<file path="src/rtl/sstf_pkg.sv">
// ----------------------------------------------------------------------------
// sstf_pkg
// Shared types and constants of the shortest-seek-first request scheduler.
// ----------------------------------------------------------------------------
package sstf_pkg;

    // sequencer states
    typedef enum logic [1:0] {
        ST_COLLECT,   // queueing requests of a batch
        ST_SCAN,      // sweeping the queue for the nearest pending request
        ST_EMIT       // handing one result over, marking the entry served
    } t_state;

    // fixed field widths of the stream ports
    localparam int FIELD_CYL_BITS  = 16;
    localparam int FIELD_SUM_BITS  = 22;
    localparam int IN_TDATA_BITS   = 16;
    localparam int OUT_TDATA_BITS  = 56;
    localparam int CFG_DATA_BITS   = 16;

    // saturation limit of the running movement sum
    localparam logic [FIELD_SUM_BITS-1:0] SUM_MAX = {FIELD_SUM_BITS{1'b1}};

endpackage

</file>
<file path="src/rtl/sstf_ram.sv">
// ----------------------------------------------------------------------------
// sstf_ram
// Generic simple dual port RAM: one write port, one read port, registered read.
// ----------------------------------------------------------------------------
module sstf_ram #(
    parameter int WIDTH = 17,
    parameter int DEPTH = 64
) (
    input  logic                     i_clk,
    input  logic                     i_we,
    input  logic [$clog2(DEPTH)-1:0] i_waddr,
    input  logic [WIDTH-1:0]         i_wdata,
    input  logic                     i_re,
    input  logic [$clog2(DEPTH)-1:0] i_raddr,
    output logic [WIDTH-1:0]         o_rdata
);

    logic [WIDTH-1:0] r_mem [DEPTH];
    logic [WIDTH-1:0] r_rdata;

    always_ff @(posedge i_clk) begin
        if (i_we) begin
            r_mem[i_waddr] <= i_wdata;
        end
        if (i_re) begin
            r_rdata <= r_mem[i_raddr];
        end
    end

    assign o_rdata = r_rdata;

endmodule

</file>
<file path="src/rtl/sstf_disk_request_scheduler.sv">
// ----------------------------------------------------------------------------
// sstf_disk_request_scheduler
// Queues a batch of cylinder requests and serves them nearest-first.
// ----------------------------------------------------------------------------
// requests: one per cycle while collecting; after the last request each result
//   is found by a sweep of the request RAM through its single read port and
//   handed over in an emit state; no request is taken until the batch drains
// reset: synchronous active low; queue, sums and flags empty, start cylinder 0;
//   the RAM needs no clearing pass since only entries below the fill count
//   are read
// ----------------------------------------------------------------------------
module sstf_disk_request_scheduler
    import sstf_pkg::*;
#(
    parameter int QUEUE_DEPTH   = 64,
    parameter int CYLINDER_BITS = 16
) (
    input  logic                      i_clk,
    input  logic                      i_rst_n,
    // configuration write channel: start cylinder
    input  logic                      i_cfg_valid,
    output logic                      o_cfg_ready,
    input  logic [CFG_DATA_BITS-1:0]  i_cfg_data,
    // request stream
    input  logic                      s_axis_tvalid,
    output logic                      s_axis_tready,
    input  logic [IN_TDATA_BITS-1:0]  s_axis_tdata,   // [15:0] request_cylinder
    input  logic                      s_axis_tlast,   // last_request
    // result stream
    output logic                      m_axis_tvalid,
    input  logic                      m_axis_tready,
    // [15:0] served_cylinder, [31:16] seek_distance, [53:32] total_movement,
    // [54] overflow, [55] zero
    output logic [OUT_TDATA_BITS-1:0] m_axis_tdata,
    output logic                      m_axis_tlast    // last_served
);

    localparam int CB = CYLINDER_BITS;
    localparam int AW = $clog2(QUEUE_DEPTH);
    localparam int CW = $clog2(QUEUE_DEPTH + 1);
    localparam int RW = CYLINDER_BITS + 1;   // entry: served bit over cylinder

    // control state
    t_state               r_state, n_state;
    logic [CW-1:0]        r_count;       // requests queued in this batch
    logic [CW-1:0]        r_remaining;   // requests still pending
    logic                 r_dropped;
    logic [CFG_DATA_BITS-1:0] r_start;

    // scan state
    logic [CW-1:0]        r_rd_idx;      // next address to read
    logic                 r_rd_vld;      // read data valid this cycle
    logic                 r_rd_last;     // read data is the last entry
    logic [AW-1:0]        r_cmp_idx;     // address of the read data
    logic                 r_have_best;
    logic [AW-1:0]        r_best_idx;
    logic [CB-1:0]        r_best_cyl;
    logic [CB-1:0]        r_best_d;

    // head and running sum
    logic [CB-1:0]        r_head;
    logic [FIELD_SUM_BITS-1:0] r_sum;

    // output register
    logic                 r_out_valid;
    logic [OUT_TDATA_BITS-1:0] r_out_data;
    logic                 r_out_last;

    // ram ports
    logic                 ram_we;
    logic [AW-1:0]        ram_waddr;
    logic [RW-1:0]        ram_wdata;
    logic                 ram_re;
    logic [RW-1:0]        ram_rdata;

    // strobes
    logic                 in_xfer;
    logic                 queue_full;
    logic                 out_free;
    logic                 out_load;
    logic                 scan_done;
    logic                 batch_done;
    logic [CW-1:0]        count_after;

    // cylinder width adaptation
    logic [31:0]          in_cyl_w;
    logic [31:0]          start_w;
    logic [CB-1:0]        in_cyl;
    logic [CB-1:0]        start_cyl;

    // compare path
    logic                 rd_served;
    logic [CB-1:0]        rd_cyl;
    logic [CB-1:0]        rd_d;
    logic                 take_rd;

    // result assembly
    logic [32:0]          sum_wide;
    logic [FIELD_SUM_BITS-1:0] sum_sat;
    logic [31:0]          best_cyl_w;
    logic [31:0]          best_d_w;

    assign in_cyl_w  = {16'b0, s_axis_tdata[FIELD_CYL_BITS-1:0]};
    assign start_w   = {16'b0, r_start};
    assign in_cyl    = in_cyl_w[CB-1:0];
    assign start_cyl = start_w[CB-1:0];

    assign o_cfg_ready = 1'b1;

    assign in_xfer     = s_axis_tvalid && s_axis_tready;
    assign queue_full  = (r_count >= CW'(QUEUE_DEPTH));
    assign count_after = queue_full ? r_count : CW'(r_count + 1'b1);
    assign out_free    = !r_out_valid || m_axis_tready;

    // distance of the entry just read from the head
    assign rd_served = ram_rdata[CB];
    assign rd_cyl    = ram_rdata[CB-1:0];
    assign rd_d      = (rd_cyl > r_head) ? (rd_cyl - r_head) : (r_head - rd_cyl);
    // strict less keeps the earliest entry on a tie
    assign take_rd   = r_rd_vld && !rd_served && (!r_have_best || (rd_d < r_best_d));
    assign scan_done = r_rd_vld && r_rd_last;

    // saturating running sum
    assign sum_wide   = 33'(r_sum) + 33'(r_best_d);
    assign sum_sat    = (sum_wide > 33'(SUM_MAX)) ? SUM_MAX : sum_wide[FIELD_SUM_BITS-1:0];
    assign best_cyl_w = 32'(r_best_cyl);
    assign best_d_w   = 32'(r_best_d);
    assign batch_done = (r_remaining == CW'(1));

    // fsm outputs
    always_comb begin
        s_axis_tready = 1'b0;
        ram_we        = 1'b0;
        ram_waddr     = r_count[AW-1:0];
        ram_wdata     = {1'b0, in_cyl};
        ram_re        = 1'b0;
        out_load      = 1'b0;
        unique case (r_state)
            ST_COLLECT: begin
                s_axis_tready = 1'b1;
                ram_we        = in_xfer && !queue_full;
            end
            ST_SCAN: begin
                ram_re = (r_rd_idx < r_count);
            end
            ST_EMIT: begin
                out_load  = out_free;
                // retire the picked entry
                ram_we    = out_free;
                ram_waddr = r_best_idx;
                ram_wdata = {1'b1, r_best_cyl};
            end
            default: begin
                s_axis_tready = 1'b0;
            end
        endcase
    end

    // fsm next state
    always_comb begin
        n_state = r_state;
        unique case (r_state)
            ST_COLLECT: begin
                if (in_xfer && s_axis_tlast && (count_after != '0)) begin
                    n_state = ST_SCAN;
                end
            end
            ST_SCAN: begin
                if (scan_done) begin
                    n_state = ST_EMIT;
                end
            end
            ST_EMIT: begin
                if (out_load) begin
                    n_state = batch_done ? ST_COLLECT : ST_SCAN;
                end
            end
            default: begin
                n_state = ST_COLLECT;
            end
        endcase
    end

    always_ff @(posedge i_clk) begin
        if (!i_rst_n) begin
            r_state <= ST_COLLECT;
        end else begin
            r_state <= n_state;
        end
    end

    // configuration register
    always_ff @(posedge i_clk) begin
        if (!i_rst_n) begin
            r_start <= '0;
        end else if (i_cfg_valid && o_cfg_ready) begin
            r_start <= i_cfg_data;
        end
    end

    // queue bookkeeping
    always_ff @(posedge i_clk) begin
        if (!i_rst_n) begin
            r_count     <= '0;
            r_remaining <= '0;
            r_dropped   <= 1'b0;
            r_sum       <= '0;
            r_head      <= '0;
        end else begin
            if (r_state == ST_COLLECT && in_xfer) begin
                r_count <= count_after;
                if (queue_full) begin
                    r_dropped <= 1'b1;
                end
                if (s_axis_tlast) begin
                    r_head      <= start_cyl;
                    r_sum       <= '0;
                    r_remaining <= count_after;
                    // empty batch: nothing to serve, start over
                    if (count_after == '0) begin
                        r_dropped <= 1'b0;
                    end
                end
            end
            if (r_state == ST_EMIT && out_load) begin
                r_head      <= r_best_cyl;
                r_remaining <= CW'(r_remaining - 1'b1);
                if (batch_done) begin
                    r_count   <= '0;
                    r_dropped <= 1'b0;
                    r_sum     <= '0;
                end else begin
                    r_sum <= sum_sat;
                end
            end
        end
    end

    // queue sweep and nearest-entry tracking
    always_ff @(posedge i_clk) begin
        if (!i_rst_n) begin
            r_rd_idx    <= '0;
            r_rd_vld    <= 1'b0;
            r_rd_last   <= 1'b0;
            r_have_best <= 1'b0;
        end else begin
            r_rd_vld <= ram_re;
            if (ram_re) begin
                r_cmp_idx <= r_rd_idx[AW-1:0];
                r_rd_last <= (CW'(r_rd_idx + 1'b1) == r_count);
                r_rd_idx  <= CW'(r_rd_idx + 1'b1);
            end
            if (take_rd) begin
                r_have_best <= 1'b1;
                r_best_idx  <= r_cmp_idx;
                r_best_cyl  <= rd_cyl;
                r_best_d    <= rd_d;
            end
            // new sweep starts after each pick and at the end of a batch
            if ((r_state == ST_EMIT && out_load) || r_state == ST_COLLECT) begin
                r_rd_idx    <= '0;
                r_have_best <= 1'b0;
            end
        end
    end

    // output register, refilled in the cycle the previous result leaves
    always_ff @(posedge i_clk) begin
        if (!i_rst_n) begin
            r_out_valid <= 1'b0;
        end else if (out_load) begin
            r_out_valid <= 1'b1;
        end else if (m_axis_tready) begin
            r_out_valid <= 1'b0;
        end
    end

    always_ff @(posedge i_clk) begin
        if (out_load) begin
            r_out_data <= {1'b0, r_dropped, sum_sat,
                           best_d_w[FIELD_CYL_BITS-1:0], best_cyl_w[FIELD_CYL_BITS-1:0]};
            r_out_last <= batch_done;
        end
    end

    assign m_axis_tvalid = r_out_valid;
    assign m_axis_tdata  = r_out_data;
    assign m_axis_tlast  = r_out_last;

    // request store with per-entry served bit
    sstf_ram #(
        .WIDTH (RW),
        .DEPTH (QUEUE_DEPTH)
    ) u_req_ram (
        .i_clk   (i_clk),
        .i_we    (ram_we),
        .i_waddr (ram_waddr),
        .i_wdata (ram_wdata),
        .i_re    (ram_re),
        .i_raddr (r_rd_idx[AW-1:0]),
        .o_rdata (ram_rdata)
    );

    // a sweep only runs while some request is still pending
    a_scan_has_work: assert property (@(posedge i_clk) disable iff (!i_rst_n)
        (r_state == ST_SCAN) |-> (r_remaining != '0))
        else $error("scan with no pending request");

    // every emitted result comes from an entry the sweep found pending
    a_emit_has_pick: assert property (@(posedge i_clk) disable iff (!i_rst_n)
        (r_state == ST_EMIT) |-> r_have_best)
        else $error("emit without a picked entry");

    // fill count never exceeds the queue
    a_count_bound: assert property (@(posedge i_clk) disable iff (!i_rst_n)
        r_count <= CW'(QUEUE_DEPTH))
        else $error("request count beyond queue depth");

    // the final result of a batch empties the queue and reopens the input
    a_batch_close: assert property (@(posedge i_clk) disable iff (!i_rst_n)
        (out_load && batch_done) |=> (r_state == ST_COLLECT && r_count == '0
                                      && !r_dropped && m_axis_tlast))
        else $error("batch not closed after final result");

endmodule
</file>
<file path="config.mk">
export PLATFORM = sky130hd
export DESIGN_NAME = sstf_disk_request_scheduler
export DESIGN_NICKNAME = d
export VERILOG_FILES = /design/src/rtl/sstf_pkg.sv /design/src/rtl/sstf_ram.sv /design/src/rtl/sstf_disk_request_scheduler.sv
export SDC_FILE = /design/constraint.sdc
export NUM_CORES = 1
export LEC_CHECK = 0
export BUFFER_PORTS_ARGS = -buffer_cell sky130_fd_sc_hd__buf_2
export CAP_MARGIN = 10
export CELL_PAD_IN_SITES_DETAIL_PLACEMENT = 1
export CELL_PAD_IN_SITES_GLOBAL_PLACEMENT = 2
export CORE_ASPECT_RATIO = 1.75
export CORE_UTILIZATION = 35
export CTS_CLUSTER_SIZE = 10
export DETAILED_ROUTE_END_ITERATION = 8
export PLACE_DENSITY_LB_ADDON = 0.2
export RECOVER_POWER = 100
export SYNTH_ARGS = -nofsm -noshare
export SYNTH_HDL_FRONTEND = slang
export SYNTH_SLANG_ARGS = --single-unit
</file>
<file path="constraint.sdc">
create_clock -name i_clk -period 6.5 [get_ports i_clk]
set_clock_uncertainty 0.15 [all_clocks]
set_input_delay 0.975 -clock i_clk [delete_from_list [all_inputs] [get_ports i_clk]]
set_output_delay 0.975 -clock i_clk [all_outputs]
set_load 0.03 [all_outputs]
</file>
After elaboration in Yosys (flattened, before gate mapping)
Memories as Yosys holds them, arrays and structs flattened. A register that Yosys moved wholly into a read port is not among the register bits.
Cells that the tools add are included.
Storage, ports and cells
  register bits after elaboration: 182
  memory bits (writable): 1088
  bits of input ports: 38
  output and inout port bits: 60
  memories kept: 1
Memories
  u_req_ram.r_mem: depth 64, width 17, rd ports 1, clocked after Yosys merged registers in 1, wr ports 1, line sstf_ram.sv:18  | logic [WIDTH-1:0] r_mem [DEPTH];
Operators by class
  $add $sub $neg: 6
  order comparisons: 5
  eq/ne operators: 7
  multiplexer cells: 37
  bitwise operators: 1
  reduce and logical (&&, ||, !) cells: 27
Operator list (number)
  22-bit two-way mux: 5
  16-bit two-way mux: 4
  7-bit two-way mux: 7
  16-bit subtractor: 2
  22-bit by 16-bit adder with 23-bit output: 1
  23-bit by 22-bit greater-than comparator with 1-bit output, second input constant: 1
  17-bit two-way mux: 1
  16-bit greater-than comparator: 1
  16-bit < comparator: 1
  7-bit by 1-bit adder with 7-bit output, second input constant: 2
  1-bit two-way mux: 14
  1-bit logical AND: 9
  7-bit by 1-bit equality test with 1-bit output, second input constant: 1
  7-bit equality test: 1
  7-bit >= comparator, second input constant: 1
  7-bit logical NOT: 1
  7-bit < comparator: 1
  7-bit nonzero test: 1
  7-bit by 1-bit subtractor with 7-bit output, second input constant: 1
  2-bit two-way mux: 3
  6-bit two-way mux: 1
  2-bit != test, second input constant: 3
  2-bit case mux with 3 select lines: 1
  2-bit AND reduction: 3
  10 further kinds: 17

Longest topological paths before layout
Gate-level depths: netlist of the first run.
  word-level depth: 8
  depth in mapped cells: 19
  depth with buffers taken out: 18

Cells and area by module
Synthesis of the first run repeated with hierarchy kept, for this count alone.
Unflattened totals
  cells, all modules: 2944
  area total of the unflattened synthesis: 52220.1 sq um
Modules (own cells, without submodules)
  sstf_ram: times used 1, cells an instance 1953, area each 42514.5 sq um, seq. area each 33181.8 sq um
  sstf_disk_request_scheduler: times used 1, cells an instance 991, area each 9705.6 sq um, seq. area each 4644.5 sq um

Worst setup path after synthesis of the first run
No wires, ideal clock.
  path kind: flip-flop to flip-flop
  start point: register u_req_ram.r_rdata[0] (netlist: u_req_ram.o_rdata[0]) (read register of u_req_ram.r_mem)
  end point: register r_best_cyl[0] (enable)
  library setup time: 0.446 ns
  arrival: 5.190 ns
  data required time: 5.904 ns
  path slack: 0.714 ns
  stages on the path, launching flop included: 20
  buffers on the path: 1
  period minus slack after synthesis: 5.786 ns
  cell sequence: edfxtp_1 inv_1 ha_1 inv_1 fa_1 a211oi_1 o21ai_0 o211ai_1 a21boi_0 buf_2 a2111oi_0 a31oi_1 xor2_1 ha_1 a21o_1 a21oi_1 nor2b_1 o21ai_0 o2111ai_1 a21oi_1
Between the ends
  word-level cells in the longest chain between the ends: 6
Ends and longest elaborated chain
  start, declared: line sstf_ram.sv:19  | logic [WIDTH-1:0] r_rdata;
  16-bit subtractor or 16-bit greater-than comparator (tied branches): line sstf_disk_request_scheduler.sv:118  | assign rd_d = (rd_cyl > r_head) ? (rd_cyl - r_head) : (r_head - rd_cyl);
  16-bit two-way mux (*): line sstf_disk_request_scheduler.sv:118
  net rd_d[13]: line sstf_disk_request_scheduler.sv:94  | logic [CB-1:0] rd_d;
  16-bit < comparator (*): line sstf_disk_request_scheduler.sv:120  | assign take_rd = r_rd_vld && !rd_served && (!r_have_best || (rd_d < r_best_d));
  1-bit logical OR (*): line sstf_disk_request_scheduler.sv:120
  1-bit logical AND (*): line sstf_disk_request_scheduler.sv:120
  2-bit AND reduction (no source line) (*)
  end signal, assigned: line sstf_disk_request_scheduler.sv:256  | r_best_cyl <= rd_cyl;
  end, declared: line sstf_disk_request_scheduler.sv:57  | logic [CB-1:0] r_best_cyl;
Mark *: on every way through the listed nets, which the timed path passes. The rest lies on a longest branch.
A chain may end at the register's enable or synchronous reset.

Worst setup path after layout of the first run
  start point: register u_req_ram.r_rdata[0] (netlist: u_req_ram.o_rdata[0]) (read register of u_req_ram.r_mem)
  end point: register r_best_idx[1] (enable)
Between the ends
  word-level cells in the longest chain between the ends: 6
Ends and longest elaborated chain
  16-bit subtractor or 16-bit greater-than comparator (tied branches): line sstf_disk_request_scheduler.sv:118
  16-bit two-way mux (*): line sstf_disk_request_scheduler.sv:118
  net rd_d[1]: line sstf_disk_request_scheduler.sv:94
  16-bit < comparator (*): line sstf_disk_request_scheduler.sv:120
  1-bit logical OR (*): line sstf_disk_request_scheduler.sv:120
  1-bit logical AND (*): line sstf_disk_request_scheduler.sv:120
  2-bit AND reduction (no source line) (*)
  end signal, assigned: line sstf_disk_request_scheduler.sv:255  | r_best_idx <= r_cmp_idx;
  end, declared: line sstf_disk_request_scheduler.sv:56  | logic [AW-1:0] r_best_idx;
Marked as above.

==> metrics.cfg, run 1 <==
[clock_network]
ctsResizeCount = 0
clock-root-buffer = clkbuf_16
tritoncts_clock_tree = built
tritoncts.num_buffers = 147
clkLatencyLatePin_ps = 760
post_cts.repair.setup_buffers = 0
ctsLongestPathBuffers = 3
cts-hold-fix-buffers = 0
number_of_h_tree_branching_levels = 4
tritoncts_num_sinks = 1287
clock_transition_at_the_register_clock_pins_on_the_worst_setup_and_hold_paths_after_cts_ps = 60

[power]
pwr_density_cell_nw_per_um2 = 289
post-layout-total-power_uw = 17000
vdd_drop_max_mv = 0.235
static-leakage-power_uw = 0.0181

[sta]
worst-slew-pin-transition_ps = 3450
slew_violations = 761
max_slew_margin = -1.30
rsz_0062_raised_after_global_routing = false
finalHoldViolCount = 0
tns_ps = 0
total_setup_violations_reported_at_the_end_of_the_flow = 0
fin_worst_hold_slack_ps = 268
max_clock_freq_mhz = 174
fin_ws_ps = 760
final_min_period_over_clock_period = 0.883
min_period_ps = 5740

[floorplanning]
dieWidth_um = 293
pin_count = 98
dieArea_um2 = 150000
die_height_um = 511
total_core_area_um2 = 147000
placement_rows = 186
initial_core_util = 0.353

[critical_path]
worstSetupEndpointType = register
startpoint = u_req_ram.o_rdata[0]$_DFFE_PP_
worst-endpoint-arrival_ps = 5980
r2r_setup_slack_ps = 760
r2r-end = r_best_idx[1]$_DFFE_PP_
critical_path.reg2reg.startpoint = u_req_ram.o_rdata[0]$_DFFE_PP_
worst_ep_required_time_ps = 6740
reg2regPathDepth = 19
startpoint_type = register
critPathKind = register to register
timing.critical_path.fanout_max = 38

[global_routing]
grt_max_degree = 113
grt_pass1_vias = 28700
grt_antenna_before_repair = 6
grt.total_usage = 0.195
grt_overflow_total = 0
grt_pass1_wl_mm = 207

[logic_synthesis]
area_share_of_the_largest_cell_type_after_synthesis = 0.699
synth_simple_gate_area_frac = 0.0342
ys_seq_area_frac = 0.730
synth-compound-area-share = 0.0318
synth-async-reset-ratio = 0
unique_cell_type_count_in_the_yosys_netlist = 68
synth.ff_latch_count = 1287
synth_enable_flop_cells = 1205
synthMuxAreaShare = 0.162
combinational_family_with_the_most_area_after_synthesis = multiplexers
synth_top_flop_cell = edfxtp_1
synth_fp_nets = 2761
synthAdderAreaFrac = 0.0190
xor_xnor_fraction_of_synth_area = 0.00693
mappedNetlistArea_um2 = 51800
avgSynthCellArea_um2 = 19.6
yosys_warnings = 0
synth_top_cell_by_area = edfxtp_1
synth.area.top_cells = edfxtp_1, mux4_2, dfxtp_1
synthCells = 2646

[finish]
layout.nets = 2986
post_route_cells_drive_above_1_share = 0.214
area_delta_synth_final_pct = 13.7
finish.instance_area_um2 = 58900
layout_commonest_cell = edfxtp_1
mostFrequentLayoutCells = edfxtp_1, mux4_2, clkbuf_1, clkbuf_16, nor2_1
fillers = 14000

[worst_hold_path]
hold-path-cell-count = 0
hold_path.startpoint = r_cmp_idx[2]$_DFFE_PP_
timing.hold.worst.class = register to register
min_delay_endpoint = r_best_idx[2]$_DFFE_PP_

[detailed_routing]
route.detailed.drc = 0
antenna_violating_nets_post_route = 0
route.vias.total = 25900
initialDrtViolationCount = 1527
drt_wl_total_mm = 145
via_per_inst = 5.29
detail_route.wl_per_cell_um = 29.5
first_pass_iters = 4

[status]
failed_checks = capacitance limit, slew limit
status = complete, but fails checks

[placed_design]
io_buffers = 95
place_ws_ps = 1240
place.gp.congestion = 0.855
place_hpwl_mm = 93.8
detailed_place.area_um2 = 55100

[flow_run]
cap_viol_max_count = 31

## final cells by class
cell class                      count  area [um^2]  area share
Sequential cell                  1287        37800       0.642
Multi-Input combinational cell   1160        13200       0.224
Clock buffer                      180         3860      0.0656
Tap cell                         1974         2470      0.0419
Timing Repair Buffer              202          997      0.0169
Inverter                           73          275     0.00467
Clock inverter                     15          239     0.00406
Antenna cell                        4         10.0    0.000170
## critical path, cell delays in order, from the launching register on
cell	delay, ps
edfxtp_1	380
inv_1	50
ha_1	200
inv_1	70
fa_1	230
a211oi_1	150
o21ai_0	280
o211ai_1	150
a21boi_0	990
clkbuf_1	590
mux2_1	410
ha_1	270
a21boi_0	120
o21a_1	170
o21ai_0	160
nand2_1	70
o2111ai_1	110
nand2_1	130
a21oi_4	130
buf_4	500
## registers in the layout (all words and copies together) (netlist names), 2 cells and up
register           flops
m_axis_tdata          55
r_best_cyl            16
r_best_d              16
r_best_idx             6
r_cmp_idx              6
r_count                7
r_head                16
r_rd_idx               7
r_remaining            7
r_start               16
r_state                2
r_sum                 22
u_req_ram.o_rdata     17
u_req_ram.r_mem     1088
## cells in the mapped netlist (15+ instances only)
master	n
mux2i_1	27
a21oi_1	75
a22o_1	17
nand3_1	21
a21o_1	18
nor2_1	145
buf_2	28
edfxtp_1	1205
dfxtp_1	82
ha_1	74
clkbuf_1	70
buf_1	18
a311oi_1	15
nand2_1	143
mux4_2	357
inv_1	71
xnor2_1	28
o21ai_0	47
## through the flow
step / util / std cells
final: 0.401 / 4895
after global routing: 0.401 / 4893
after CTS: 0.403 / 4890
after detailed placement: 0.376 / 4695
after global placement: 0.375 / 4694
after floorplan: - / 2646
## per-layer routing
| metal | vias up | track usage | routed length, um |
|---|---|---|---|
| met1 | 14000 | 0.207 | 51800 |
| li1 | 11200 | - | - |
| met5 | - | 0 | 7 |
| met2 | 485 | 0.382 | 82800 |
| met4 | 2 | 0.0799 | 6240 |
| met3 | 223 | 0.0237 | 3850 |
## logic make-up after synthesis
kind of cell	after synthesis
xor gates and xnor gates	41
DFF	1287
muxes	389
adders and majority gates	77
buffers and inverters	199
AOI/OAI and AO/OA	252
and+or+nand+nor	399
other	2
## worst max-delay path by stage
stage	to	cells after the start	slack [ps]
floorplan	r_best_cyl[0]$_DFFE_PP_	19	710
global placement	r_best_cyl[3]$_DFFE_PP_	19	1140
detailed placement	r_best_idx[1]$_DFFE_PP_	19	1240
CTS	r_best_idx[1]$_DFFE_PP_	19	1180
global route	u_req_ram.r_mem[23][9]$_DFFE_PP_	6	370
finish	r_best_idx[1]$_DFFE_PP_	19	760
## where the power goes
part           total (uW)  internal [uW]  leakage (uW)  switching, uW
logic                 457            137       0.00460            319
clock network        7420           4180       0.00199           3250
registers            9120           9090        0.0115           24.2
(Power assumes the default switching activity.)
==> run 2: changes to the inputs <==
--- a/config.mk
+++ b/config.mk
@@ -5,7 +5,7 @@
 export SDC_FILE = /design/constraint.sdc
 export NUM_CORES = 1
 export LEC_CHECK = 0
-export BUFFER_PORTS_ARGS = -buffer_cell sky130_fd_sc_hd__buf_2
+export BUFFER_PORTS_ARGS = -buffer_cell sky130_fd_sc_hd__buf_4
 export CAP_MARGIN = 10
 export CELL_PAD_IN_SITES_DETAIL_PLACEMENT = 1
 export CELL_PAD_IN_SITES_GLOBAL_PLACEMENT = 2
==> constraint.sdc (replaced) <==
create_clock -name i_clk -period 6.5 [get_ports i_clk]
set_clock_uncertainty 0.15 [all_clocks]
set_input_delay 0.975 -clock i_clk [delete_from_list [all_inputs] [get_ports i_clk]]
set_output_delay 0.975 -clock i_clk [all_outputs]
set_load 0.1 [all_outputs]
==> metrics.cfg, run 2 (synthesized netlist as in run 1, its figures left out) <==
[clock_network]
post_cts.repair.setup_buffers = 0
clkLatencyLatePin_ps = 760
tritoncts_clock_tree = built
tritoncts.num_buffers = 148
ctsResizeCount = 0
number_of_h_tree_branching_levels = 4
ctsLongestPathBuffers = 3
clock-root-buffer = clkbuf_16
clock_transition_at_the_register_clock_pins_on_the_worst_setup_and_hold_paths_after_cts_ps = 60
tritoncts_num_sinks = 1287
cts-hold-fix-buffers = 0

[status]
status = complete, but fails checks
failed_checks = capacitance limit, slew limit

[floorplanning]
dieArea_um2 = 150000
total_core_area_um2 = 147000
placement_rows = 186
die_height_um = 511
pin_count = 98
dieWidth_um = 293
initial_core_util = 0.353

[finish]
layout.nets = 2988
layout_commonest_cell = edfxtp_1
post_route_cells_drive_above_1_share = 0.220
largest_register_ffs = 1088
final_core_util = 0.401
fillers = 14000
largest_register = u_req_ram.r_mem
mostFrequentLayoutCells = edfxtp_1, mux4_2, clkbuf_16, clkbuf_1, nor2_1
area_delta_synth_final_pct = 13.8

[global_routing]
grt_pass1_wl_mm = 209
grt_pass1_vias = 28600
grt_max_degree = 147
grt_antenna_before_repair = 5
grt.total_usage = 0.196
grt_overflow_total = 0

[critical_path]
critPathKind = register to register
worstSetupEndpointType = register
critical_path_buf_inv_count = 1
worst_ep_required_time_ps = 6820
timing.critical_path.fanout_max = 146
cpPeakStageDelay_ps = 3170
startpoint_type = register
critical_path.most_common_cell = mux4_2
timing.critical_path.cells = clkbuf_2, mux4_2, mux4_2, mux4_2
cpLargestDelayFamily = buffers and inverters
timing.critical_path.slowest_stage_cell = clkbuf_2
worst-endpoint-arrival_ps = 6160

[power]
vdd_drop_max_mv = 0.177
cell_internal_pwr_uw = 13400
net_switching_power_uw = 3520
share_seq_of_total_power = 0.538
p_comb_frac = 0.028
static-leakage-power_uw = 0.0182
pwr_density_cell_nw_per_um2 = 288
power_switching_share = 0.208
clock_power_share = 0.434

[sta]
finalHoldViolCount = 0
tns_ps = 0
fin_worst_hold_slack_ps = 271
max_clock_freq_mhz = 171
total_setup_violations_reported_at_the_end_of_the_flow = 0
max_slew_margin = -2.00
rsz_0062_raised_after_global_routing = false
min_period_ps = 5840
worst-slew-pin-transition_ps = 4510
final_min_period_over_clock_period = 0.898
slew_violations = 711

[placed_design]
place_hpwl_mm = 93.1
place.gp.congestion = 0.857
io_buffers = 95

[flow_run]
cap_viol_max_count = 21

[detailed_routing]
antenna_violating_nets_post_route = 0
route.detailed.drc = 0
route.vias.total = 25900
detail_route.wl_per_cell_um = 29.7
initialDrtViolationCount = 1957
drt_wl_total_mm = 145
via_per_inst = 5.29
first_pass_iters = 5

[worst_hold_path]
timing.hold.worst.class = register to register

[run 2: final timing paths]
path,start,cells after the start,slack [ps],endpoint
max,r_rd_idx[1]$_SDFFE_PP0P_,4,660,u_req_ram.o_rdata[11]$_DFFE_PP_
min,r_cmp_idx[3]$_DFFE_PP_,0,270,r_best_idx[3]$_DFFE_PP_
max reg2reg,r_rd_idx[1]$_SDFFE_PP0P_,4,660,u_req_ram.o_rdata[11]$_DFFE_PP_
min reg2reg,r_cmp_idx[3]$_DFFE_PP_,0,270,r_best_idx[3]$_DFFE_PP_
[run 2: per-layer routing]
metal	wire length, um	global-route usage	vias to the layer above
li1	-	-	11100
met1	51400	0.209	14000
met2	84700	0.386	527
met3	4380	0.0247	204
met4	4820	0.0724	0
met5	0	0	-
[run 2: power by group through the flow]
stage	Combinational (uW)	Clock, uW	Sequential [uW]
2_1_floorplan	276	0	9280
3_3_place_gp	464	0	9280
3_5_place_dp	481	0	9290
4_1_cts	482	7550	9110
5_1_grt	509	7790	9120
6_report	467	7360	9120
[run 2: through the flow]
| step | area, um^2 | std cells | power [uW] | setup WS (ps) |
|---|---|---|---|---|
| 6_report | 58900 | 4897 | 16900 | 662 |
| 5_1_grt | 58900 | 4896 | 17400 | 317 |
| 4_1_cts | 59400 | 4891 | 17100 | 1060 |
| 3_5_place_dp | 55400 | 4696 | 9770 | 1150 |
| 3_3_place_gp | 55300 | 4693 | 9750 | 1080 |
| 2_1_floorplan | 51800 | 2646 | 9550 | 714 |
[run 2: layout make-up]
type | instances | area, um^2 | area share
Clock buffer | 181 | 3910 | 0.0663
Sequential cell | 1287 | 37800 | 0.642
Timing Repair Buffer | 203 | 1080 | 0.0184
Antenna cell | 5 | 12.5 | 0.000212
Tap cell | 1974 | 2470 | 0.0419
Clock inverter | 14 | 150 | 0.00255
Multi-Input combinational cell | 1160 | 13200 | 0.224
Inverter | 73 | 275 | 0.00467
